### config.mk
export PLATFORM = sky130hd
export DESIGN_NAME = hebrew_calendar_day_conversion_unit
export DESIGN_NICKNAME = d
export VERILOG_FILES = /design/src/design/hcdc_pkg.sv /design/src/design/hebrew_calendar_day_conversion_unit.sv /design/src/design/hcdc_new_year.sv
export VERILOG_INCLUDE_DIRS = /design/src /design/src/design
export SDC_FILE = /design/constraint.sdc
export NUM_CORES = 2
export LEC_CHECK = 0
export BUFFER_PORTS_ARGS = -buffer_cell sky130_fd_sc_hd__buf_2
export CAP_MARGIN = 15
export CORE_MARGIN = 2
export CORE_UTILIZATION = 70
export DETAILED_ROUTE_END_ITERATION = 12
export GPL_TIMING_DRIVEN = 1
export PLACE_DENSITY = 0.9
export SETUP_SLACK_MARGIN = 0.3
export SLEW_MARGIN = 20
export SYNTH_ARGS = -nofsm -noshare
export SYNTH_HDL_FRONTEND = slang
export SYNTH_SLANG_ARGS = --single-unit
export TNS_END_PERCENT = 1
### constraint.sdc
create_clock -name clk_i -period 12.7 [get_ports clk_i]
set_clock_uncertainty 0.15 [all_clocks]
set_input_delay 2.54 -clock clk_i [delete_from_list [all_inputs] [get_ports clk_i]]
set_output_delay 2.54 -clock clk_i [all_outputs]
set_load 0.03 [all_outputs]
### src/design/hebrew_calendar_day_conversion_unit_macros.svh
// assertion macros for the hebrew calendar day conversion unit
// included by the rtl modules that carry concurrent checks; expects clk_i and rst_ni in scope
`ifndef HEBREW_CALENDAR_DAY_CONVERSION_UNIT_MACROS_SVH
`define HEBREW_CALENDAR_DAY_CONVERSION_UNIT_MACROS_SVH
`ifndef ASSERT_OFF
`define HCDC_ASSERT_IMPL(lbl, pre, post, msg) \
  lbl: assert property (@(posedge clk_i) disable iff (!rst_ni) (pre) |-> (post)) else $error(msg);
`define HCDC_ASSERT_NEXT(lbl, pre, post, msg) \
  lbl: assert property (@(posedge clk_i) disable iff (!rst_ni) (pre) |=> (post)) else $error(msg);
`else
`define HCDC_ASSERT_IMPL(lbl, pre, post, msg)
`define HCDC_ASSERT_NEXT(lbl, pre, post, msg)
`endif
`endif

### src/design/hcdc_pkg.sv
// shared types, constants and month helpers for the hebrew calendar day conversion unit
// no dependencies
package hcdc_pkg;

  localparam logic [23:0] EpochW      = 24'd1373429;
  localparam logic [22:0] Epoch       = 23'd1373429;
  localparam logic [23:0] FirstDayW   = 24'd1;
  localparam logic [13:0] MaxYear     = 14'd9999;
  localparam logic [14:0] EstHigh     = 15'd10001;
  localparam logic [23:0] RecipYear   = 24'd11758000;
  localparam logic [8:0]  YearLenMax  = 9'd385;

  localparam logic [15:0] Recip19     = 16'd55189;
  localparam logic [19:0] Recip1080   = 20'd994206;
  localparam logic [21:0] Recip24     = 22'd2796203;
  localparam logic [22:0] Recip7      = 23'd4793491;
  localparam logic [8:0]  CycleMonths = 9'd235;
  localparam logic [10:0] PartsHour   = 11'd1080;
  localparam logic [9:0]  MoladStep   = 10'd793;
  localparam logic [7:0]  MoladBase   = 8'd204;
  localparam logic [14:0] LimitLate   = 15'd19440;
  localparam logic [14:0] LimitTue    = 15'd9924;
  localparam logic [14:0] LimitMon    = 15'd16789;
  localparam logic [2:0]  WdMon       = 3'd1;
  localparam logic [2:0]  WdTue       = 3'd2;
  localparam logic [2:0]  WdWed       = 3'd3;
  localparam logic [2:0]  WdFri       = 3'd5;

  localparam logic [3:0] MonthNisan   = 4'd1;
  localparam logic [3:0] MonthIyar    = 4'd2;
  localparam logic [3:0] MonthTammuz  = 4'd4;
  localparam logic [3:0] MonthElul    = 4'd6;
  localparam logic [3:0] MonthTishrei = 4'd7;
  localparam logic [3:0] MonthHeshvan = 4'd8;
  localparam logic [3:0] MonthKislev  = 4'd9;
  localparam logic [3:0] MonthTevet   = 4'd10;
  localparam logic [3:0] MonthAdar    = 4'd12;
  localparam logic [3:0] MonthAdarII  = 4'd13;

  typedef struct packed {
    logic        start;
    logic [13:0] year;
  } ny_req_t;

  typedef struct packed {
    logic        done;
    logic [21:0] days;
    logic        leap;
  } ny_rsp_t;

  function automatic logic [4:0] month_len(input logic [3:0] m, input logic leap,
                                           input logic long_hv, input logic short_kv);
    logic [4:0] len;
    len = 5'd30;
    unique case (m)
      MonthIyar, MonthTammuz, MonthElul, MonthTevet, MonthAdarII: len = 5'd29;
      MonthAdar: if (!leap) len = 5'd29;
      MonthHeshvan: if (!long_hv) len = 5'd29;
      MonthKislev: if (short_kv) len = 5'd29;
      default: len = 5'd30;
    endcase
    return len;
  endfunction

  function automatic logic [3:0] next_month(input logic [3:0] m, input logic leap);
    logic [3:0] nm;
    if ((m == MonthAdar && !leap) || m == MonthAdarII) nm = MonthNisan;
    else nm = m + 4'd1;
    return nm;
  endfunction

  // place in the 19 year cycle counted from zero for year y is (y - 1) mod 19
  function automatic logic leap_cur(input logic [4:0] cyc);
    return cyc == 5'd2 || cyc == 5'd5 || cyc == 5'd7 || cyc == 5'd10 ||
           cyc == 5'd13 || cyc == 5'd16 || cyc == 5'd18;
  endfunction

  function automatic logic leap_prev(input logic [4:0] cyc);
    return cyc == 5'd0 || cyc == 5'd3 || cyc == 5'd6 || cyc == 5'd8 ||
           cyc == 5'd11 || cyc == 5'd14 || cyc == 5'd17;
  endfunction

endpackage

### src/design/hebrew_calendar_day_conversion_unit.sv
// hebrew calendar date <-> fixed day count converter, top level sequencer
// depends on hcdc_pkg, hcdc_new_year and the assertion macro header
//
// usage: one request channel (in_valid_i/in_ready_o) carries operation, year, month,
// day and day_number; operation 0 turns a date into a day count, 1 turns a day count
// into a date. each item gives one result item on out_valid_o/out_ready_i with both
// forms, the weekday, the leap flag and an invalid flag (other fields zero then).
// in_ready_o is high only while the sequencer is idle; one item is worked at a time.
// every tishrei 1 is found by the shared new-year unit, and months are walked one per
// cycle. date to day count takes two evaluations and up to 12 month steps; day count
// to date takes evaluations of the estimated year and the next plus one per year
// stepped (at most seven in all). a zero field, a year above 9999, or a day count
// before the first year, is flagged without any new-year evaluation.
// the result sits in an output register; a new item is taken while it waits, and the
// next result is held back until the receiver takes the previous one.
// reset (rst_ni low, asynchronous) clears the sequencer and the output valid.
`include "hebrew_calendar_day_conversion_unit_macros.svh"

module hebrew_calendar_day_conversion_unit import hcdc_pkg::*; (
  input  logic               clk_i,
  input  logic               rst_ni,
  input  logic               in_valid_i,
  output logic               in_ready_o,
  input  logic               operation_i,
  input  logic [13:0]        year_i,
  input  logic [3:0]         month_i,
  input  logic [4:0]         day_i,
  input  logic signed [22:0] day_number_i,
  output logic               out_valid_o,
  input  logic               out_ready_i,
  output logic signed [22:0] result_day_number_o,
  output logic [13:0]        result_year_o,
  output logic [3:0]         result_month_o,
  output logic [4:0]         result_day_o,
  output logic [2:0]         weekday_o,
  output logic               leap_year_o,
  output logic               invalid_o
);

  localparam logic [2:0] StIdle = 3'd0;
  localparam logic [2:0] StEst  = 3'd1;
  localparam logic [2:0] StNyS  = 3'd2;
  localparam logic [2:0] StNyE  = 3'd3;
  localparam logic [2:0] StLen  = 3'd4;
  localparam logic [2:0] StWalk = 3'd5;
  localparam logic [2:0] StWday = 3'd6;
  localparam logic [2:0] StOut  = 3'd7;

  logic [2:0]  state_q, state_d;
  logic        out_valid_q;
  logic        op_q, bad_q, leap_q;
  logic [13:0] y_q;
  logic [3:0]  month_q, mcur_q;
  logic [4:0]  day_q;
  logic [22:0] days_q;
  logic [21:0] s_q, e_q, dtot_q;
  logic [8:0]  rem_q;
  logic [19:0] q7_q;

  logic signed [22:0] res_dn_q;
  logic [13:0] res_year_q;
  logic [3:0]  res_month_q;
  logic [4:0]  res_day_q;
  logic [2:0]  res_wday_q;
  logic        res_leap_q, res_inv_q;

  ny_req_t     ny_req;
  ny_rsp_t     ny_rsp;

  logic        in_accept, out_slot;
  logic [23:0] days_sum;
  logic        lo_bad, date_bad;
  logic [46:0] est_prod;
  logic [14:0] est, est_m2;
  logic [13:0] est_year;
  logic        nys_month_bad, nye_step, nye_top_bad;
  logic [21:0] ylen_full;
  logic [8:0]  ylen;
  logic        long_hv, short_kv;
  logic [4:0]  cur_len, tgt_len;
  logic        len_bad, walk_done;
  logic [22:0] off_full;
  logic [44:0] q7_prod;
  logic [21:0] wk_full;
  logic [2:0]  wk_r;
  logic [22:0] dn_full;

  hcdc_new_year u_new_year (
    .clk_i  (clk_i),
    .rst_ni (rst_ni),
    .req_i  (ny_req),
    .rsp_o  (ny_rsp)
  );

  assign in_ready_o = (state_q == StIdle);
  assign in_accept  = in_valid_i && in_ready_o;
  assign out_slot   = !out_valid_q || out_ready_i;

  assign days_sum = {day_number_i[22], day_number_i} + EpochW;
  assign lo_bad   = days_sum[23] || (days_sum < FirstDayW);
  assign date_bad = (year_i == 14'd0) || (year_i > MaxYear) || (month_i == 4'd0) ||
                    (day_i == 5'd0);

  // year estimate from a slightly long mean year, backed off so the search only steps up
  assign est_prod = {24'd0, days_q} * {23'd0, RecipYear};
  assign est      = est_prod[46:32];
  assign est_m2   = est - 15'd2;
  assign est_year = (est > EstHigh) ? MaxYear : (est < 15'd3) ? 14'd1 : est_m2[13:0];

  assign nys_month_bad = !op_q && (month_q > (ny_rsp.leap ? MonthAdarII : MonthAdar));
  assign nye_step      = op_q && (y_q < MaxYear) && ({1'b0, ny_rsp.days} <= days_q);
  assign nye_top_bad   = op_q && (y_q == MaxYear) && ({1'b0, ny_rsp.days} <= days_q);

  // year length ends in 5 for a long heshvan and in 3 for a short kislev
  assign ylen_full = e_q - s_q;
  assign ylen      = ylen_full[8:0];
  assign long_hv   = (ylen == 9'd355) || (ylen == 9'd385);
  assign short_kv  = (ylen == 9'd353) || (ylen == 9'd383);
  assign cur_len   = month_len(mcur_q, leap_q, long_hv, short_kv);
  assign tgt_len   = month_len(month_q, leap_q, long_hv, short_kv);
  assign len_bad   = !op_q && (day_q > tgt_len);
  assign walk_done = op_q ? (rem_q <= {4'd0, cur_len}) : (mcur_q == month_q);
  assign off_full  = days_q - {1'b0, s_q};

  assign q7_prod = {23'd0, dtot_q} * {22'd0, Recip7};
  assign wk_full = dtot_q - ({2'd0, q7_q} * 22'd7);
  assign wk_r    = wk_full[2:0];
  assign dn_full = {1'b0, dtot_q} - Epoch;

  always_comb begin
    ny_req = '0;
    unique case (state_q)
      StIdle: if (in_accept && !operation_i && !date_bad) begin
        ny_req.start = 1'b1;
        ny_req.year  = year_i;
      end
      StEst: begin
        ny_req.start = 1'b1;
        ny_req.year  = est_year;
      end
      StNyS: if (ny_rsp.done && !nys_month_bad) begin
        ny_req.start = 1'b1;
        ny_req.year  = y_q + 14'd1;
      end
      StNyE: if (ny_rsp.done && nye_step) begin
        ny_req.start = 1'b1;
        ny_req.year  = y_q + 14'd2;
      end
      default: ;
    endcase
  end

  always_comb begin
    state_d = state_q;
    unique case (state_q)
      StIdle: if (in_accept) begin
        if (operation_i) state_d = lo_bad ? StOut : StEst;
        else state_d = date_bad ? StOut : StNyS;
      end
      StEst:  state_d = StNyS;
      StNyS:  if (ny_rsp.done) state_d = nys_month_bad ? StOut : StNyE;
      StNyE:  if (ny_rsp.done) begin
        priority if (nye_step) state_d = StNyE;
        else if (nye_top_bad) state_d = StOut;
        else state_d = StLen;
      end
      StLen:  state_d = len_bad ? StOut : StWalk;
      StWalk: if (walk_done) state_d = StWday;
      StWday: state_d = StOut;
      StOut:  if (out_slot) state_d = StIdle;
      default: state_d = StIdle;
    endcase
  end

  always_ff @(posedge clk_i or negedge rst_ni) begin
    if (!rst_ni) begin
      state_q     <= StIdle;
      out_valid_q <= 1'b0;
    end else begin
      state_q <= state_d;
      if (state_q == StOut && out_slot) out_valid_q <= 1'b1;
      else if (out_ready_i) out_valid_q <= 1'b0;
    end
  end

  always_ff @(posedge clk_i) begin
    unique case (state_q)
      StIdle: if (in_accept) begin
        op_q    <= operation_i;
        y_q     <= year_i;
        month_q <= month_i;
        day_q   <= day_i;
        days_q  <= days_sum[22:0];
        bad_q   <= operation_i ? lo_bad : date_bad;
      end
      StEst: y_q <= est_year;
      StNyS: if (ny_rsp.done) begin
        s_q    <= ny_rsp.days;
        leap_q <= ny_rsp.leap;
        bad_q  <= nys_month_bad;
      end
      StNyE: if (ny_rsp.done) begin
        if (nye_step) begin
          y_q    <= y_q + 14'd1;
          s_q    <= ny_rsp.days;
          leap_q <= ny_rsp.leap;
        end else begin
          e_q   <= ny_rsp.days;
          bad_q <= nye_top_bad;
        end
      end
      StLen: begin
        bad_q  <= len_bad;
        mcur_q <= MonthTishrei;
        rem_q  <= op_q ? off_full[8:0] : 9'd0;
      end
      StWalk: begin
        if (walk_done) begin
          if (op_q) begin
            day_q   <= rem_q[4:0];
            month_q <= mcur_q;
            dtot_q  <= days_q[21:0];
          end else begin
            dtot_q <= s_q + {13'd0, rem_q} + {17'd0, day_q};
          end
        end else begin
          mcur_q <= next_month(mcur_q, leap_q);
          rem_q  <= op_q ? rem_q - {4'd0, cur_len} : rem_q + {4'd0, cur_len};
        end
      end
      StWday: q7_q <= q7_prod[44:25];
      default: ;
    endcase
  end

  // weekday: day count mod 7 is one below the count from the calendar base
  always_ff @(posedge clk_i) begin
    if (state_q == StOut && out_slot) begin
      if (bad_q) begin
        res_dn_q    <= '0;
        res_year_q  <= '0;
        res_month_q <= '0;
        res_day_q   <= '0;
        res_wday_q  <= '0;
        res_leap_q  <= 1'b0;
        res_inv_q   <= 1'b1;
      end else begin
        res_dn_q    <= $signed(dn_full);
        res_year_q  <= y_q;
        res_month_q <= month_q;
        res_day_q   <= day_q;
        res_wday_q  <= (wk_r == 3'd0) ? 3'd7 : wk_r;
        res_leap_q  <= leap_q;
        res_inv_q   <= 1'b0;
      end
    end
  end

  assign out_valid_o         = out_valid_q;
  assign result_day_number_o = res_dn_q;
  assign result_year_o       = res_year_q;
  assign result_month_o      = res_month_q;
  assign result_day_o        = res_day_q;
  assign weekday_o           = res_wday_q;
  assign leap_year_o         = res_leap_q;
  assign invalid_o           = res_inv_q;

  `HCDC_ASSERT_IMPL(a_ny_owner, ny_rsp.done, state_q == StNyS || state_q == StNyE, "stray new-year result")
  `HCDC_ASSERT_IMPL(a_res_fields, out_valid_o && !invalid_o, weekday_o != 3'd0 && result_month_o != 4'd0, "valid item with empty date field")
  `HCDC_ASSERT_IMPL(a_walk_range, state_q == StWalk, rem_q <= YearLenMax, "month walk ran past the year")

endmodule

### src/design/hcdc_new_year.sv
// multi-cycle new-year unit: day count of tishrei 1 of a year from molad and postponements
// depends on hcdc_pkg and the assertion macro header
`include "hebrew_calendar_day_conversion_unit_macros.svh"

module hcdc_new_year import hcdc_pkg::*; (
  input  logic    clk_i,
  input  logic    rst_ni,
  input  ny_req_t req_i,
  output ny_rsp_t rsp_o
);

  localparam logic [3:0] StQ19    = 4'd0;
  localparam logic [3:0] StCyc    = 4'd1;
  localparam logic [3:0] StMonths = 4'd2;
  localparam logic [3:0] StMq     = 4'd3;
  localparam logic [3:0] StMr     = 4'd4;
  localparam logic [3:0] StPe     = 4'd5;
  localparam logic [3:0] StPeq    = 4'd6;
  localparam logic [3:0] StHours  = 4'd7;
  localparam logic [3:0] StHd     = 4'd8;
  localparam logic [3:0] StDd     = 4'd9;
  localparam logic [3:0] StParts  = 4'd10;
  localparam logic [3:0] StAdj    = 4'd11;
  localparam logic [3:0] StDone   = 4'd12;

  logic        busy_q;
  logic [3:0]  step_q;
  logic        load;
  logic [13:0] yp_q;
  logic [9:0]  q19_q;
  logic [4:0]  cyc_q;
  logic        lp_cur_q, lp_prev_q;
  logic [16:0] months_q;
  logic [6:0]  mq_q;
  logic [10:0] mr_q;
  logic [19:0] pe_q;
  logic [9:0]  peq_q;
  logic [10:0] per_q;
  logic [20:0] hours_q;
  logic [16:0] hd_q;
  logic [4:0]  hr_q;
  logic [21:0] dd_q;
  logic [14:0] parts_q;
  logic [19:0] q7_q;
  logic [21:0] days_q;

  logic [29:0] q19_prod;
  logic [13:0] cyc_full;
  logic [7:0]  c7;
  logic [12:0] c7_prod;
  logic [16:0] months_d;
  logic [36:0] mq_prod;
  logic [16:0] mr_full;
  logic [19:0] pe_d;
  logic [39:0] peq_prod;
  logic [19:0] per_full;
  logic [20:0] hours_d;
  logic [42:0] hd_prod;
  logic [20:0] hr_full;
  logic [21:0] dd_d;
  logic [14:0] parts_d;
  logic [44:0] q7_prod;
  logic [21:0] w_full;
  logic [2:0]  w;
  logic        c1, c2;
  logic [3:0]  w_sum;
  logic [2:0]  w1;

  assign q19_prod = {16'd0, yp_q} * {14'd0, Recip19};
  assign cyc_full = yp_q - ({4'd0, q19_q} * 14'd19);
  assign c7       = {3'd0, cyc_q} * 8'd7 + 8'd1;
  // (7c + 1) / 19 for small c
  assign c7_prod  = {5'd0, c7} * 13'd27;
  assign months_d = {7'd0, q19_q} * {8'd0, CycleMonths} + {12'd0, cyc_q} * 17'd12 +
                    {13'd0, c7_prod[12:9]};
  assign mq_prod  = {20'd0, months_q} * {17'd0, Recip1080};
  assign mr_full  = months_q - ({10'd0, mq_q} * {6'd0, PartsHour});
  assign pe_d     = {9'd0, mr_q} * {10'd0, MoladStep} + {12'd0, MoladBase};
  assign peq_prod = {20'd0, pe_q} * {20'd0, Recip1080};
  assign per_full = pe_q - ({10'd0, peq_q} * {9'd0, PartsHour});
  assign hours_d  = 21'd5 + {4'd0, months_q} * 21'd12 + {14'd0, mq_q} * {11'd0, MoladStep} +
                    {11'd0, peq_q};
  assign hd_prod  = {22'd0, hours_q} * {21'd0, Recip24};
  assign hr_full  = hours_q - ({4'd0, hd_q} * 21'd24);
  assign dd_d     = 22'd1 + {5'd0, months_q} * 22'd29 + {5'd0, hd_q};
  assign parts_d  = {10'd0, hr_q} * {4'd0, PartsHour} + {4'd0, per_q};
  assign q7_prod  = {23'd0, dd_q} * {22'd0, Recip7};
  assign w_full   = dd_q - ({2'd0, q7_q} * 22'd7);
  assign w        = w_full[2:0];

  // molad postponements, then the days on which tishrei 1 may not fall
  assign c1    = (parts_q >= LimitLate) ||
                 (w == WdTue && parts_q >= LimitTue && !lp_cur_q) ||
                 (w == WdMon && parts_q >= LimitMon && lp_prev_q);
  assign w_sum = {1'b0, w} + {3'd0, c1};
  assign w1    = (w_sum == 4'd7) ? 3'd0 : w_sum[2:0];
  assign c2    = (w1 == 3'd0) || (w1 == WdWed) || (w1 == WdFri);

  assign rsp_o.done = busy_q && (step_q == StDone);
  assign rsp_o.days = days_q;
  assign rsp_o.leap = lp_cur_q;

  assign load = req_i.start && (!busy_q || rsp_o.done);

  always_ff @(posedge clk_i or negedge rst_ni) begin
    if (!rst_ni) begin
      busy_q <= 1'b0;
      step_q <= StQ19;
    end else if (load) begin
      busy_q <= 1'b1;
      step_q <= StQ19;
    end else if (busy_q) begin
      if (step_q == StDone) busy_q <= 1'b0;
      else step_q <= step_q + 4'd1;
    end
  end

  always_ff @(posedge clk_i) begin
    if (load) begin
      yp_q <= req_i.year - 14'd1;
    end else if (busy_q) begin
      unique case (step_q)
        StQ19:    q19_q <= q19_prod[29:20];
        StCyc:    cyc_q <= cyc_full[4:0];
        StMonths: begin
          months_q  <= months_d;
          lp_cur_q  <= leap_cur(cyc_q);
          lp_prev_q <= leap_prev(cyc_q);
        end
        StMq:     mq_q <= mq_prod[36:30];
        StMr:     mr_q <= mr_full[10:0];
        StPe:     pe_q <= pe_d;
        StPeq:    peq_q <= peq_prod[39:30];
        StHours: begin
          per_q   <= per_full[10:0];
          hours_q <= hours_d;
        end
        StHd:     hd_q <= hd_prod[42:26];
        StDd: begin
          hr_q <= hr_full[4:0];
          dd_q <= dd_d;
        end
        StParts: begin
          parts_q <= parts_d;
          q7_q    <= q7_prod[44:25];
        end
        StAdj:    days_q <= dd_q + {21'd0, c1} + {21'd0, c2};
        default: ;
      endcase
    end
  end

  `HCDC_ASSERT_NEXT(a_ny_start, req_i.start && !busy_q, busy_q && step_q == StQ19, "new-year unit did not start")
  `HCDC_ASSERT_NEXT(a_ny_run, busy_q && step_q != StDone, busy_q, "new-year unit stopped early")
  `HCDC_ASSERT_IMPL(a_ny_step, busy_q, step_q <= StDone, "new-year step out of range")

endmodule

==> impl_metrics.py <==
metrics = {
    "status": {
        "status": "finished clean",
    },
    "sta": {
        "finalCritPeriodShare_pct": 76.0,
        "setup-violations-final": 0,
        "drv_slew": 0,
        "max-slew-margin-rel_pct": 21.0,
        "rsz0062_at_grt": "no",
        "setup_tns_ns": 0,
        "tightest_slew_ns": 1.16,
        "period_needed_ns": 9.65,
        "hold_viol": 0,
        "timing.fmax_mhz": 104,
    },
    "routing": {
        "dr.pass1.iters": 9,
        "top_layer": "met4",
        "routed_wl_um": 177000,
        "vias": 48500,
        "detail_route.wl_per_cell_um": 21.9,
        "drc": 0,
        "antenna_left": 0,
        "met2_length_um": 88400,
        "first_iter_violations": 3594,
        "vias_per_cell": 6.01,
        "wl_met1_um": 64800,
        "dr_wl_met3_um": 12000,
    },
    "clock_network": {
        "cts_root_buffer": "clkbuf_16",
        "tritoncts": "yes",
        "cts_inserted_buffers": 50,
        "cts_hold_buf": 0,
        "clock_sinks": 390,
        "post-cts-setup-buffers": 0,
        "cts_resized": 0,
        "cts.clk_slew.worst_paths_ns": 0.06,
        "cts_buffer_depth": 3,
        "h-tree-depth": 2,
        "clkLatencyLatePin_ns": 0.69,
    },
    "floorplan": {
        "dieArea_um2": 102000,
        "die_height_um": 319,
        "ios": 104,
        "rows": 115,
        "die_x_um": 319,
        "core_um2": 98300,
        "initial_core_util_pct": 70.5,
    },
    "critical_path": {
        "critical_path.max_fanout": 11,
        "cp-startpoint": "days_q[5]$_DFFE_PP_",
        "rrSetupSlack_ns": 3.05,
        "endpoint": "u_new_year.yp_q[12]$_DFFE_PP_",
        "cp_slowest_cell": "edfxtp_1",
        "cp.required_ns": 12.98,
        "worstReg2RegEnd": "u_new_year.yp_q[12]$_DFFE_PP_",
        "critPathLaunchType": "flop",
        "crit_top_cell": "fa_1",
        "path_class": "flop to flop",
        "crit_path_max_incr_delay_ns": 0.82,
        "reg2reg_depth": 28,
        "cp.arrival_ns": 9.93,
        "r2r-start": "days_q[5]$_DFFE_PP_",
        "worstSetupEndpointType": "flop",
    },
    "grt": {
        "grt_pass1_wl_um": 286000,
        "grt_pass1_vias": 54200,
        "overflow": 0,
        "grt_usage_pct": 36.2,
        "grt_antenna_before_repair": 6,
        "grt_max_degree": 62,
    },
    "flow_run": {
        "drv_cap": 0,
    },
    "synth": {
        "yosysUniqueCellTypes": 88,
        "synthMuxAreaShare_pct": 0.240,
        "ys.flop_type": "edfxtp_1",
        "synth_top_family_by_area": "adder cells",
        "synth_area_leader_cell": "fa_1",
        "synth_fp_nets": 9122,
        "synthCells": 6595,
        "synthTopCellsByArea": "fa_1 29%, ha_1 27%, edfxtp_1 17%, inv_1 9.0%, xnor2_1 3.4%",
        "synth_seq_cells": 390,
        "syn_avg_cell_area_um2": 10.5,
        "yosys.area_share.simple_pct": 5.62,
        "syn-cell-area_um2": 69300,
        "yosysTopAreaCellShare_pct": 29.0,
        "async_reset_ff_share_pct": 2.31,
        "synth_edf_count": 381,
        "synth_xor_area_share_pct": 4.91,
        "synth_warnings": 0,
        "synthAdderAreaFrac_pct": 55.6,
        "synth_compound_area_share_pct": 7.57,
        "yosysSeqAreaShare_pct": 16.8,
    },
    "cells_and_area": {
        "layout-drive-gt1-share_pct": 3.90,
        "area_delta_synth_final_pct": 5.69,
        "nFillCells": 6264,
        "nets": 9258,
    },
    "placement": {
        "place_congestion": 0.995,
        "io_buffer_count": 103,
        "dpl.hpwl_um": 148000,
    },
    "worst_hold_path": {
        "hold_path_class": "flop to flop",
    },
}
[critical path, delay by kind of cell, from the launching register on]
family                   cells  cell delay [ns]
buffers and inverters        5             0.34
flip-flops                   1             0.82
adder cells (fa/ha/maj)      9             4.11
XOR/XNOR                     1             0.17
AO/OA/AOI/OAI                7             2.27
AND/OR/NAND/NOR              6             1.55
[layer usage]
| metal | GRT usage (%) | up-vias |
|---|---|---|
| li1 | - | 21700 |
| met3 | 5.04 | 647 |
| met1 | 42.9 | 24100 |
| met5 | 0 | - |
| met2 | 63.8 | 2031 |
| met4 | 20.0 | 0 |
[flip-flops by register name (all words and copies together) (netlist names), 15 cells and up]
signal / count
days_q: 23
result_day_number_o: 23
dtot_q: 22
s_q: 22
u_new_year.days_q: 22
u_new_year.dd_q: 22
u_new_year.hours_q: 21
u_new_year.pe_q: 20
u_new_year.hd_q: 17
u_new_year.months_q: 17
u_new_year.parts_q: 15
[how the worst min path moves through the flow]
| stage | startpoint | end | slack (ns) | cells after the start |
|---|---|---|---|---|
| floorplan | u_new_year.per_q[0]$_DFFE_PP_ | u_new_year.parts_q[0]$_DFFE_PP_ | 0.25 | 0 |
| global placement | u_new_year.per_q[0]$_DFFE_PP_ | u_new_year.parts_q[0]$_DFFE_PP_ | 0.25 | 0 |
| detailed placement | u_new_year.per_q[2]$_DFFE_PP_ | u_new_year.parts_q[2]$_DFFE_PP_ | 0.26 | 0 |
| CTS | u_new_year.per_q[1]$_DFFE_PP_ | u_new_year.parts_q[1]$_DFFE_PP_ | 0.26 | 0 |
| global route | u_new_year.per_q[2]$_DFFE_PP_ | u_new_year.parts_q[2]$_DFFE_PP_ | 0.28 | 0 |
| finish | u_new_year.per_q[2]$_DFFE_PP_ | u_new_year.parts_q[2]$_DFFE_PP_ | 0.27 | 0 |
[through the flow]
stage / instance area, um^2 / util, % / hold slack, ns / instances / setup slack (ns)
2_1_floorplan: 69300 / - / 0.250 / 6595 / 4.32
3_3_place_gp: 71500 / 72.8 / 0.251 / 7965 / 3.20
3_5_place_dp: 71500 / 72.8 / 0.255 / 7965 / 3.06
4_1_cts: 73200 / 74.5 / 0.262 / 8056 / 3.04
5_1_grt: 73200 / 74.5 / 0.275 / 8061 / 2.45
6_report: 73300 / 74.6 / 0.268 / 8070 / 3.05
[cells in the final DEF (no fill, tap or decap), types with 8 or more instances in the layout]
master	instances
a221oi_1	9
buf_4	29
nor2_1	199
or3_1	15
xor2_1	116
nand4_1	39
a31oi_1	26
a21boi_0	16
a211oi_1	25
a21oi_1	237
nor2b_1	52
o22ai_1	15
or2_2	13
nand2b_1	32
o21a_1	27
fa_1	1005
inv_1	1659
o211ai_1	21
or4_1	12
diode_2	13
clkinv_2	9
ha_1	1471
a22oi_1	10
xnor2_1	271
nor3_1	48
and3_1	22
edfxtp_1	381
and2_1	21
o2111ai_1	8
clkbuf_16	50
o21ai_0	160
mux2i_1	11
o21bai_1	52
dfrtp_1	9
nor4_1	16
nand2_1	233
nand3_1	69
a21o_1	106
buf_2	103
[logic make-up (layout without fill, tap and decap cells)]
group / after synthesis / after routing
buffers and inverters: 1708 / 1883
flip-flops: 390 / 390
XOR/XNOR: 388 / 388
AND/OR/NAND/NOR: 805 / 805
AO/OA/AOI/OAI: 812 / 812
adder cells (fa/ha/maj): 2476 / 2476
multiplexers: 16 / 16
other: 0 / 13
[cells in the mapped netlist (all sizes together) (19+ instances only)]
master / number
a211oi: 26
a21o: 106
a21oi: 237
a31oi: 27
and2: 22
and3: 22
clkbuf: 44
edfxtp: 381
fa: 1005
ha: 1471
inv: 1659
nand2: 233
nand2b: 32
nand3: 70
nand4: 39
nor2: 206
nor2b: 52
nor3: 51
nor4: 19
o211ai: 21
o21a: 27
o21ai: 166
o21bai: 52
xnor2: 271
xor2: 117
[layout make-up]
cell class | instances | area (um^2) | area share (%)
sequential | 390 | 11700 | 15.9
antenna | 13 | 32.5 | 0.0444
multi-input combinational | 4497 | 51300 | 70.0
clock buffer | 57 | 1280 | 1.74
inverter | 1659 | 6230 | 8.50
tap | 1287 | 1610 | 2.20
timing repair buffer | 133 | 761 | 1.04
clock inverter | 34 | 380 | 0.519
Power is left out: the tool's default activity adds up to more than one toggle a clock period on the data nets, which glitch-free logic cannot reach.
